===== config.mk =====
export PLATFORM = sky130hd
export DESIGN_NAME = tlv_stream_length_validator
export DESIGN_NICKNAME = d
export VERILOG_FILES = /design/src/sv/tlvslv_pkg.sv /design/src/sv/tlvslv_in_stage.sv /design/src/sv/tlvslv_walker.sv /design/src/sv/tlv_stream_length_validator.sv
export VERILOG_INCLUDE_DIRS = /design/src /design/src/sv
export SDC_FILE = /design/constraint.sdc
export NUM_CORES = 1
export LEC_CHECK = 0
export ABC_AREA = 1
export BUFFER_PORTS_ARGS = -buffer_cell sky130_fd_sc_hd__buf_4
export CORE_AREA = 2 2 174 159
export DETAILED_ROUTE_END_ITERATION = 12
export DIE_AREA = 0 0 176 161
export SYNTH_ARGS = -nofsm -noshare
export SYNTH_HDL_FRONTEND = slang
export SYNTH_HIERARCHICAL = 1
export SYNTH_SLANG_ARGS = --single-unit

===== constraint.sdc =====
create_clock -name aclk -period 10.1 [get_ports aclk]
set_input_delay 2.525 -clock aclk [delete_from_list [all_inputs] [get_ports aclk]]
set_output_delay 2.525 -clock aclk [all_outputs]
set_load 0.01 [all_outputs]

===== src/sv/tlv_stream_length_validator_macros.svh =====
// Assertion macros for the TLV stream length validator.
// Included by tlvslv_walker, the only RTL file that carries concurrent checks; no other dependencies.
`ifndef TLV_STREAM_LENGTH_VALIDATOR_MACROS_SVH
`define TLV_STREAM_LENGTH_VALIDATOR_MACROS_SVH
`ifndef SYNTHESIS
// same-cycle implication
`define TLVSLV_ASSERT_IMP(label, clk, rstn, ante, cons, msg) \
    label: assert property (@(posedge clk) disable iff (!(rstn)) (ante) |-> (cons)) \
        else $error(msg);
// next-cycle implication
`define TLVSLV_ASSERT_NXT(label, clk, rstn, ante, cons, msg) \
    label: assert property (@(posedge clk) disable iff (!(rstn)) (ante) |=> (cons)) \
        else $error(msg);
`else
`define TLVSLV_ASSERT_IMP(label, clk, rstn, ante, cons, msg)
`define TLVSLV_ASSERT_NXT(label, clk, rstn, ante, cons, msg)
`endif
`endif


===== src/sv/tlvslv_pkg.sv =====
// Shared types and constants for the TLV stream length validator.
// No dependencies.
package tlvslv_pkg;

    localparam int LENGTH_WIDTH_DEF     = 32;
    localparam int MAX_LENGTH_BYTES_DEF = 4;

    localparam logic [7:0] HDR_TAG      = 8'hdf;
    localparam logic [7:0] HDR_VERSION  = 8'h80;
    localparam logic [7:0] LEN_LOW_MASK = 8'h7f;

    localparam logic [2:0] ERR_OK      = 3'd0;
    localparam logic [2:0] ERR_TAG     = 3'd1;
    localparam logic [2:0] ERR_VERSION = 3'd2;
    localparam logic [2:0] ERR_OVERRUN = 3'd3;
    localparam logic [2:0] ERR_TRUNC   = 3'd4;
    localparam logic [2:0] ERR_WIDE    = 3'd5;

    typedef struct packed {
        logic [7:0] data_byte;
        logic       end_of_buffer;
    } in_item_t;

    typedef struct packed {
        logic       is_valid;
        logic [2:0] error_code;
    } out_item_t;

endpackage


===== src/sv/tlvslv_in_stage.sv =====
// Input register for the byte stream.
// Depends on tlvslv_pkg.
module tlvslv_in_stage (
    input  logic                aclk,
    input  logic                aresetn,
    input  logic                s_valid,
    output logic                s_ready,
    input  tlvslv_pkg::in_item_t s_data,
    input  logic                take,
    output logic                in_valid,
    output tlvslv_pkg::in_item_t in_item
);

    logic                 valid_reg;
    tlvslv_pkg::in_item_t item_reg;

    // refill in the same cycle the walker drains the held item
    assign s_ready  = !valid_reg || take;
    assign in_valid = valid_reg;
    assign in_item  = item_reg;

    always_ff @(posedge aclk) begin
        if (!aresetn) begin
            valid_reg <= 1'b0;
        end else if (s_ready) begin
            valid_reg <= s_valid;
        end
    end

    always_ff @(posedge aclk) begin
        if (s_valid && s_ready) begin
            item_reg <= s_data;
        end
    end

endmodule


===== src/sv/tlvslv_walker.sv =====
// Header check, length decode and component walk, with the result register.
// Depends on tlvslv_pkg and tlv_stream_length_validator_macros.svh.
`include "tlv_stream_length_validator_macros.svh"

module tlvslv_walker #(
    parameter int LENGTH_WIDTH     = tlvslv_pkg::LENGTH_WIDTH_DEF,
    parameter int MAX_LENGTH_BYTES = tlvslv_pkg::MAX_LENGTH_BYTES_DEF
) (
    input  logic                  aclk,
    input  logic                  aresetn,
    input  logic                  in_valid,
    input  tlvslv_pkg::in_item_t  in_item,
    output logic                  take,
    output logic                  m_valid,
    input  logic                  m_ready,
    output tlvslv_pkg::out_item_t m_data
);

    localparam int LW    = LENGTH_WIDTH;
    localparam int LBL_W = (MAX_LENGTH_BYTES < 2) ? 1 : $clog2(MAX_LENGTH_BYTES + 1);

    typedef enum logic [3:0] {
        PH_TAG0, PH_VER, PH_SKIP, PH_TOTLEN, PH_TOTLONG,
        PH_CTAG, PH_CLEN, PH_CLONG, PH_CDATA, PH_DONE
    } phase_t;

    phase_t             phase_reg, phase_next;
    logic [LW-1:0]      br_reg, br_next;
    logic [LW-1:0]      acc_reg, acc_next;
    logic [LBL_W-1:0]   lbl_reg, lbl_next;
    logic               m_valid_reg;
    tlvslv_pkg::out_item_t m_data_reg;

    logic [7:0]         in_byte;
    logic               last;
    logic [LW+7:0]      acc_cat;
    logic [LW-1:0]      acc_shifted;
    logic               acc_full;
    logic [LW-1:0]      br_dec, acc_dec;
    logic [LBL_W-1:0]   lbl_dec;
    logic [7:0]         cnt_full;
    logic [6:0]         cnt;
    logic               long_bad;
    logic [LW-1:0]      walk_total;
    logic [LW-1:0]      cl_len;
    logic               verdict;
    logic [2:0]         code;
    logic               res_load;

    assign in_byte     = in_item.data_byte;
    assign last        = in_item.end_of_buffer;
    assign acc_cat     = {acc_reg, in_byte};
    assign acc_shifted = acc_cat[LW-1:0];
    // pushing a byte would drop set bits off the top
    assign acc_full    = acc_reg[LW-1 -: 8] != 8'd0;
    assign br_dec      = br_reg - LW'(1);
    assign acc_dec     = acc_reg - LW'(1);
    assign lbl_dec     = lbl_reg - LBL_W'(1);
    assign cnt_full    = in_byte & tlvslv_pkg::LEN_LOW_MASK;
    assign cnt         = cnt_full[6:0];
    assign long_bad    = (cnt == 7'd0) || (cnt > 7'(MAX_LENGTH_BYTES));
    assign walk_total  = (phase_reg == PH_TOTLONG) ? acc_shifted : LW'(in_byte[6:0]);
    assign cl_len      = (phase_reg == PH_CLONG) ? acc_shifted : LW'(in_byte[6:0]);

    assign take    = in_valid && (!m_valid_reg || m_ready);
    assign m_valid = m_valid_reg;
    assign m_data  = m_data_reg;

    always_comb begin
        phase_next = phase_reg;
        br_next    = br_reg;
        acc_next   = acc_reg;
        lbl_next   = lbl_reg;
        verdict    = 1'b0;
        code       = tlvslv_pkg::ERR_OK;
        res_load   = 1'b0;

        unique case (phase_reg)
            PH_TAG0: begin
                if (in_byte != tlvslv_pkg::HDR_TAG) begin
                    verdict = 1'b1;
                    code    = tlvslv_pkg::ERR_TAG;
                end else begin
                    phase_next = PH_VER;
                end
            end
            PH_VER: begin
                if (in_byte != tlvslv_pkg::HDR_VERSION) begin
                    verdict = 1'b1;
                    code    = tlvslv_pkg::ERR_VERSION;
                end else begin
                    phase_next = PH_SKIP;
                end
            end
            PH_SKIP: begin
                phase_next = PH_TOTLEN;
            end
            PH_TOTLEN: begin
                if (in_byte[7]) begin
                    if (long_bad) begin
                        verdict = 1'b1;
                        code    = tlvslv_pkg::ERR_WIDE;
                    end else begin
                        acc_next   = '0;
                        lbl_next   = cnt[LBL_W-1:0];
                        phase_next = PH_TOTLONG;
                    end
                end else if (walk_total == '0) begin
                    verdict = 1'b1;
                end else begin
                    br_next    = walk_total;
                    phase_next = PH_CTAG;
                end
            end
            PH_TOTLONG: begin
                if (acc_full) begin
                    verdict = 1'b1;
                    code    = tlvslv_pkg::ERR_WIDE;
                end else begin
                    acc_next = acc_shifted;
                    lbl_next = lbl_dec;
                    if (lbl_dec == '0) begin
                        if (walk_total == '0) begin
                            verdict = 1'b1;
                        end else begin
                            br_next    = walk_total;
                            phase_next = PH_CTAG;
                        end
                    end
                end
            end
            PH_CTAG: begin
                br_next = br_dec;
                if (br_dec == '0) begin
                    verdict = 1'b1;
                    code    = tlvslv_pkg::ERR_OVERRUN;
                end else begin
                    phase_next = PH_CLEN;
                end
            end
            PH_CLEN: begin
                br_next = br_dec;
                if (in_byte[7]) begin
                    if (long_bad) begin
                        verdict = 1'b1;
                        code    = tlvslv_pkg::ERR_WIDE;
                    end else begin
                        acc_next = '0;
                        lbl_next = cnt[LBL_W-1:0];
                        if (br_dec < LW'(cnt)) begin
                            verdict = 1'b1;
                            code    = tlvslv_pkg::ERR_OVERRUN;
                        end else begin
                            phase_next = PH_CLONG;
                        end
                    end
                end else if (cl_len > br_dec) begin
                    verdict = 1'b1;
                    code    = tlvslv_pkg::ERR_OVERRUN;
                end else if (cl_len == '0) begin
                    if (br_dec == '0) begin
                        verdict = 1'b1;
                    end else begin
                        phase_next = PH_CTAG;
                    end
                end else begin
                    acc_next   = cl_len;
                    phase_next = PH_CDATA;
                end
            end
            PH_CLONG: begin
                if (acc_full) begin
                    verdict = 1'b1;
                    code    = tlvslv_pkg::ERR_WIDE;
                end else begin
                    br_next  = br_dec;
                    acc_next = acc_shifted;
                    lbl_next = lbl_dec;
                    if (lbl_dec == '0) begin
                        if (cl_len > br_dec) begin
                            verdict = 1'b1;
                            code    = tlvslv_pkg::ERR_OVERRUN;
                        end else if (cl_len == '0) begin
                            if (br_dec == '0) begin
                                verdict = 1'b1;
                            end else begin
                                phase_next = PH_CTAG;
                            end
                        end else begin
                            phase_next = PH_CDATA;
                        end
                    end
                end
            end
            PH_CDATA: begin
                br_next  = br_dec;
                acc_next = acc_dec;
                if (acc_dec == '0) begin
                    if (br_dec == '0) begin
                        verdict = 1'b1;
                    end else begin
                        phase_next = PH_CTAG;
                    end
                end
            end
            PH_DONE: begin
                // bytes after a verdict are dropped until end of buffer
            end
            default: begin
                phase_next = PH_DONE;
            end
        endcase

        if (verdict) begin
            phase_next = PH_DONE;
            res_load   = 1'b1;
        end else if (last && phase_reg != PH_DONE) begin
            res_load = 1'b1;
            code     = tlvslv_pkg::ERR_TRUNC;
        end
        if (last) begin
            phase_next = PH_TAG0;
        end
    end

    always_ff @(posedge aclk) begin
        if (!aresetn) begin
            phase_reg   <= PH_TAG0;
            m_valid_reg <= 1'b0;
        end else begin
            if (take) begin
                phase_reg <= phase_next;
                br_reg    <= br_next;
                acc_reg   <= acc_next;
                lbl_reg   <= lbl_next;
            end
            if (take && res_load) begin
                m_valid_reg           <= 1'b1;
                m_data_reg.is_valid   <= (code == tlvslv_pkg::ERR_OK);
                m_data_reg.error_code <= code;
            end else if (m_ready) begin
                m_valid_reg <= 1'b0;
            end
        end
    end

    `TLVSLV_ASSERT_IMP(a_valid_iff_ok, aclk, aresetn, m_valid_reg, m_data_reg.is_valid == (m_data_reg.error_code == tlvslv_pkg::ERR_OK), "is_valid disagrees with error_code")
    `TLVSLV_ASSERT_IMP(a_code_range, aclk, aresetn, m_valid_reg, m_data_reg.error_code <= tlvslv_pkg::ERR_WIDE, "error_code out of range")
    `TLVSLV_ASSERT_NXT(a_last_restarts, aclk, aresetn, take && last, phase_reg == PH_TAG0, "end of buffer did not restart the parser")
    `TLVSLV_ASSERT_IMP(a_done_silent, aclk, aresetn, take && phase_reg == PH_DONE, !res_load, "second verdict for one stream")
    `TLVSLV_ASSERT_IMP(a_long_count, aclk, aresetn, phase_reg == PH_TOTLONG || phase_reg == PH_CLONG, lbl_reg != '0, "long-form byte count is zero mid-field")

endmodule


===== src/sv/tlv_stream_length_validator.sv =====
// Validates a tagged, length-prefixed byte stream and reports one verdict per stream.
// Takes one byte per clock: each item passes from the input register through the
// parser's next-state logic into the result register, so a verdict reaches m_valid
// through both registers in that order, and the sustained rate is one byte per cycle
// while the result side keeps up. A verdict that is not taken holds the walker; the
// input register takes at most one more byte.
// Depends on tlvslv_pkg, tlvslv_in_stage and tlvslv_walker.
module tlv_stream_length_validator #(
    parameter int LENGTH_WIDTH     = tlvslv_pkg::LENGTH_WIDTH_DEF,
    parameter int MAX_LENGTH_BYTES = tlvslv_pkg::MAX_LENGTH_BYTES_DEF
) (
    input  logic                  aclk,
    input  logic                  aresetn,
    input  logic                  s_valid,
    output logic                  s_ready,
    input  tlvslv_pkg::in_item_t  s_data,
    output logic                  m_valid,
    input  logic                  m_ready,
    output tlvslv_pkg::out_item_t m_data
);

    logic                 take;
    logic                 in_valid;
    tlvslv_pkg::in_item_t in_item;

    tlvslv_in_stage u_in_stage (
        .aclk     (aclk),
        .aresetn  (aresetn),
        .s_valid  (s_valid),
        .s_ready  (s_ready),
        .s_data   (s_data),
        .take     (take),
        .in_valid (in_valid),
        .in_item  (in_item)
    );

    tlvslv_walker #(
        .LENGTH_WIDTH     (LENGTH_WIDTH),
        .MAX_LENGTH_BYTES (MAX_LENGTH_BYTES)
    ) u_walker (
        .aclk     (aclk),
        .aresetn  (aresetn),
        .in_valid (in_valid),
        .in_item  (in_item),
        .take     (take),
        .m_valid  (m_valid),
        .m_ready  (m_ready),
        .m_data   (m_data)
    );

endmodule


==> summary.md <==
| Metric | Value |
|---|---|
| DRC | 0 |
| Layout cells sized above 1 | 0.0926 |
| Final Cycle Share | 0.581 |
| Full die area | between 20,000 and 30,000 sq um |
| Vias | a little under 8,000 |
| CP Capture Type | output port |
| CP required | between 7 and 8 ns |
| Crit path max-delay cell type | clkinv_1 |
| P per Cell Area | approximately 110 nW/um^2 |
| Status | completed |
| Internal power | between 600 and 700 uW |
| Reg area | between 2000 and 3000 sq um |
| Number of synthesized flops with an enable pin | 80 |
| CTS tree | yes |
| Largest net degree at the start of global routing | between 40 and 50 |
| Synth warnings | 6 |
| Layout Area Growth over Synthesis | 10.3% |
| Post-Syn Nets | 1,203 |
| Min cycle time layout | just under 6 ns |
| Clock root buffer | clkbuf_16 |
| Max VDD drop | between 70 and 80 uV |
| # hold bufs at CTS | 0 |
| # fillers | 2,830 |
| Final hold vios | 0 |
| Sequential group share of total power | 0.457 |
| Critical path type | primary input to output port |
| First-pass GRT wire length | 39,300 um |
| Avg Synthesized Cell Area | around 6.9 sq um |
| Setup bufs post-CTS | 0 |
| Post-synthesis sequential area ratio | 0.320 |
| CP Launch Type | primary input |
| Final setup TNS | 0 ns |
| Chip Height | ~160 um |
| GRT Total Usage | 0.176 |
| Sw Ratio | 0.317 |
| Worst Tran Pin Value | roughly 1.0 ns |
| Worst hold path class | register to register |
| Worst Path Buf+Inv | 5 |
| Num CTS Buffers | 9 |
| Nets | around 1,200 |
| Antenna fix cells | 0 |
| Setup violators final | 0 |
| CTS HTree Levels | 3 |
| Via density | about 5.1 |
| CP cell instances | buf_4, inv_1, nand2_1, nand2_1, clkinv_1, inv_2, nand2_2, buf_4 |
| Post-synth cell types | just over 50 |
| Max-cap viol count | 0 |
| Clock power share | 0.327 |
| Predominant post-synthesis flop cell | edfxtp_1 |
| Die extent in x | between 150 and 200 um |
| F_max | 170 MHz |
| Initial antenna violation count | 0 |
| Leakage power | approximately 0.0036 uW |
| Clk_skew | 0.00786 ns |
| PortBufs | 18 |
| Multi-input gate area | around 4700 sq um |
| #FFs+latches synth | between 80 and 90 |
| Post-route cell area | 8690 sq um |
| Switching power total | 302 uW |
| Combinational power share | 0.216 |
| Hpwl dp | ~19,000 um |
| RSZ-0062 raised after global routing | false |
| Num Clock Sinks | 86 |
| Drt total wl | between 20,000 and 25,000 um |
| Global placer's final weighted congestion | ~0.93 |
| 1st-iter DRT viols | 960 |
| Rel. slew slack | 0.313 |
| CTS resizes | 0 |
| Worst skew pair latency | 0.35 ns |
| WL/cell | around 16 um |
| Vias in the first global route | between 7,000 and 8,000 |
| Crit path max-delay family | buffers and inverters |
| Post-Synthesis Cells | 1,145 |
| Worst Path Max Fanout | 10 |
| Post-Syn Area | 7880 sq um |
| Async set-reset flop share out of synthesis | 0 |
| # IOs | 19 |
| Starting Density | 0.296 |
| Antenna viol nets, final | 0 |
| Buffer depth of the longest clock path | 2 |
| Core footprint | between 20,000 and 30,000 sq um |
| Worst Path Arrival | approximately 3.4 ns |
| Max-slew violation count | 0 |
| Placed Area | 8430 sq um |
| Crit path largest cell delay | around 0.22 ns |
| Clock-pin slew of the registers on the worst-case setup and hold paths | about 0.060 ns |
| Grt total ovfl | 0 |
| Number of cell rows | 57 |
| DRT Pass-1 Iters | 6 |
==> worst reg2reg max path, stage by stage (launching register included) <==
cell and delay (ns):
edfxtp_1 0.44, inv_1 0.19, ha_1 0.30, nand2_2 0.13, nor2_4 0.30, nand2_1 0.15, nor2_2 0.13, nand3_1 0.08
nand2_1 0.19, inv_1 0.10, ha_1 0.28, nand2_1 0.06, nor2_1 0.15, nand4_1 0.15, nor4_1 0.50, nand4_1 0.16
nand2_1 0.30, nand3_1 0.16, nand2_2 0.16, nand3_1 0.14, o21ai_0 0.28, nor2_1 0.16
==> path summary, 6_finish.rpt <==
path	to	startpoint	slack, ns	depth (start not counted)
worst max register to register	u_walker/m_data[1]	u_walker/br_reg[0]	5.34	21
worst min register to register	u_walker/m_valid	u_walker/m_valid	0.49	2
worst max-delay path	s_ready	m_ready	4.23	8
worst min-delay path	u_walker/m_valid	u_walker/m_valid	0.49	2
==> cells in the mapped netlist (all sizes together), types with 4 or more instances <==
cell      n  area share
nand2   285        0.14
nor2    239        0.13
inv     156       0.074
nand3    83       0.054
edfxtp   80        0.31
ha       45       0.071
nand4    39       0.034
o21ai    36       0.023
a21oi    33       0.022
o221ai   26       0.029
o22ai    26       0.021
xor2     17       0.020
clkbuf   15      0.0071
nand3b    8      0.0076
dfxtp     6       0.015
nor4      6      0.0048
clkinv    5      0.0025
nor3      5      0.0044
o211ai    5      0.0048
o21bai    4      0.0038
==> cell usage in the layout (no fill, tap or decap), types with 6 or more instances in the layout <==
master / n
clkbuf_16: 9
dfxtp_1: 6
buf_4: 24
nand3_1: 81
o221ai_1: 26
inv_2: 13
ha_1: 45
nor2_1: 213
nor2_4: 7
xor2_1: 16
nand2_2: 17
a21oi_1: 30
nand3b_1: 8
nand4_1: 37
inv_1: 143
edfxtp_1: 80
o22ai_1: 26
o21ai_0: 32
nand2_1: 267
nor2_2: 18
==> stage by stage <==
| stage | setup slack (ns) | utilization | power (uW) | hold WS [ns] | instances |
|---|---|---|---|---|---|
| 6_report | 4.23 | 0.327 | 951 | 0.489 | 1520 |
| 4_1_cts | 4.23 | 0.327 | 956 | 0.490 | 1520 |
| 5_1_grt | 4.09 | 0.327 | 998 | 0.530 | 1520 |
| 3_5_place_dp | 4.23 | 0.317 | 644 | 0.482 | 1505 |
| 2_1_floorplan | 3.50 | - | 584 | 0.498 | 1145 |
| 3_3_place_gp | 4.23 | 0.317 | 642 | 0.480 | 1505 |
==> final cells by class <==
class,instances,area share
Multi-Input combinational cell,880,0.539
Clock inverter,4,0.00288
Tap cell,354,0.0510
Clock buffer,11,0.0268
Timing Repair Buffer,24,0.0207
Inverter,161,0.0697
Sequential cell,86,0.290
==> logic make-up after synthesis <==
group,Yosys count,share of synthesized area
DFF,86,0.320
xor gates and xnor gates,19,0.0230
AOI/OAI and AO/OA,145,0.118
adders and majority gates,45,0.0715
buffers and inverters,179,0.0867
and+or+nand+nor,671,0.380
==> power groups by stage <==
stage	clock network, uW	logic, uW	registers, uW
after floorplan	0	148	436
after global placement	0	201	442
after detailed placement	0	202	442
after CTS	318	204	434
after global routing	332	229	437
final	311	205	435
==> routing by layer <==
metal	up-vias	global-route usage	part of all wire
met5	-	0	0
met3	41	0.0219	0.069
met2	277	0.266	0.43
met1	3581	0.258	0.48
met4	0	0.0616	0.023
li1	3882	-	-
Note: power is estimated with default switching activity, not from simulation.
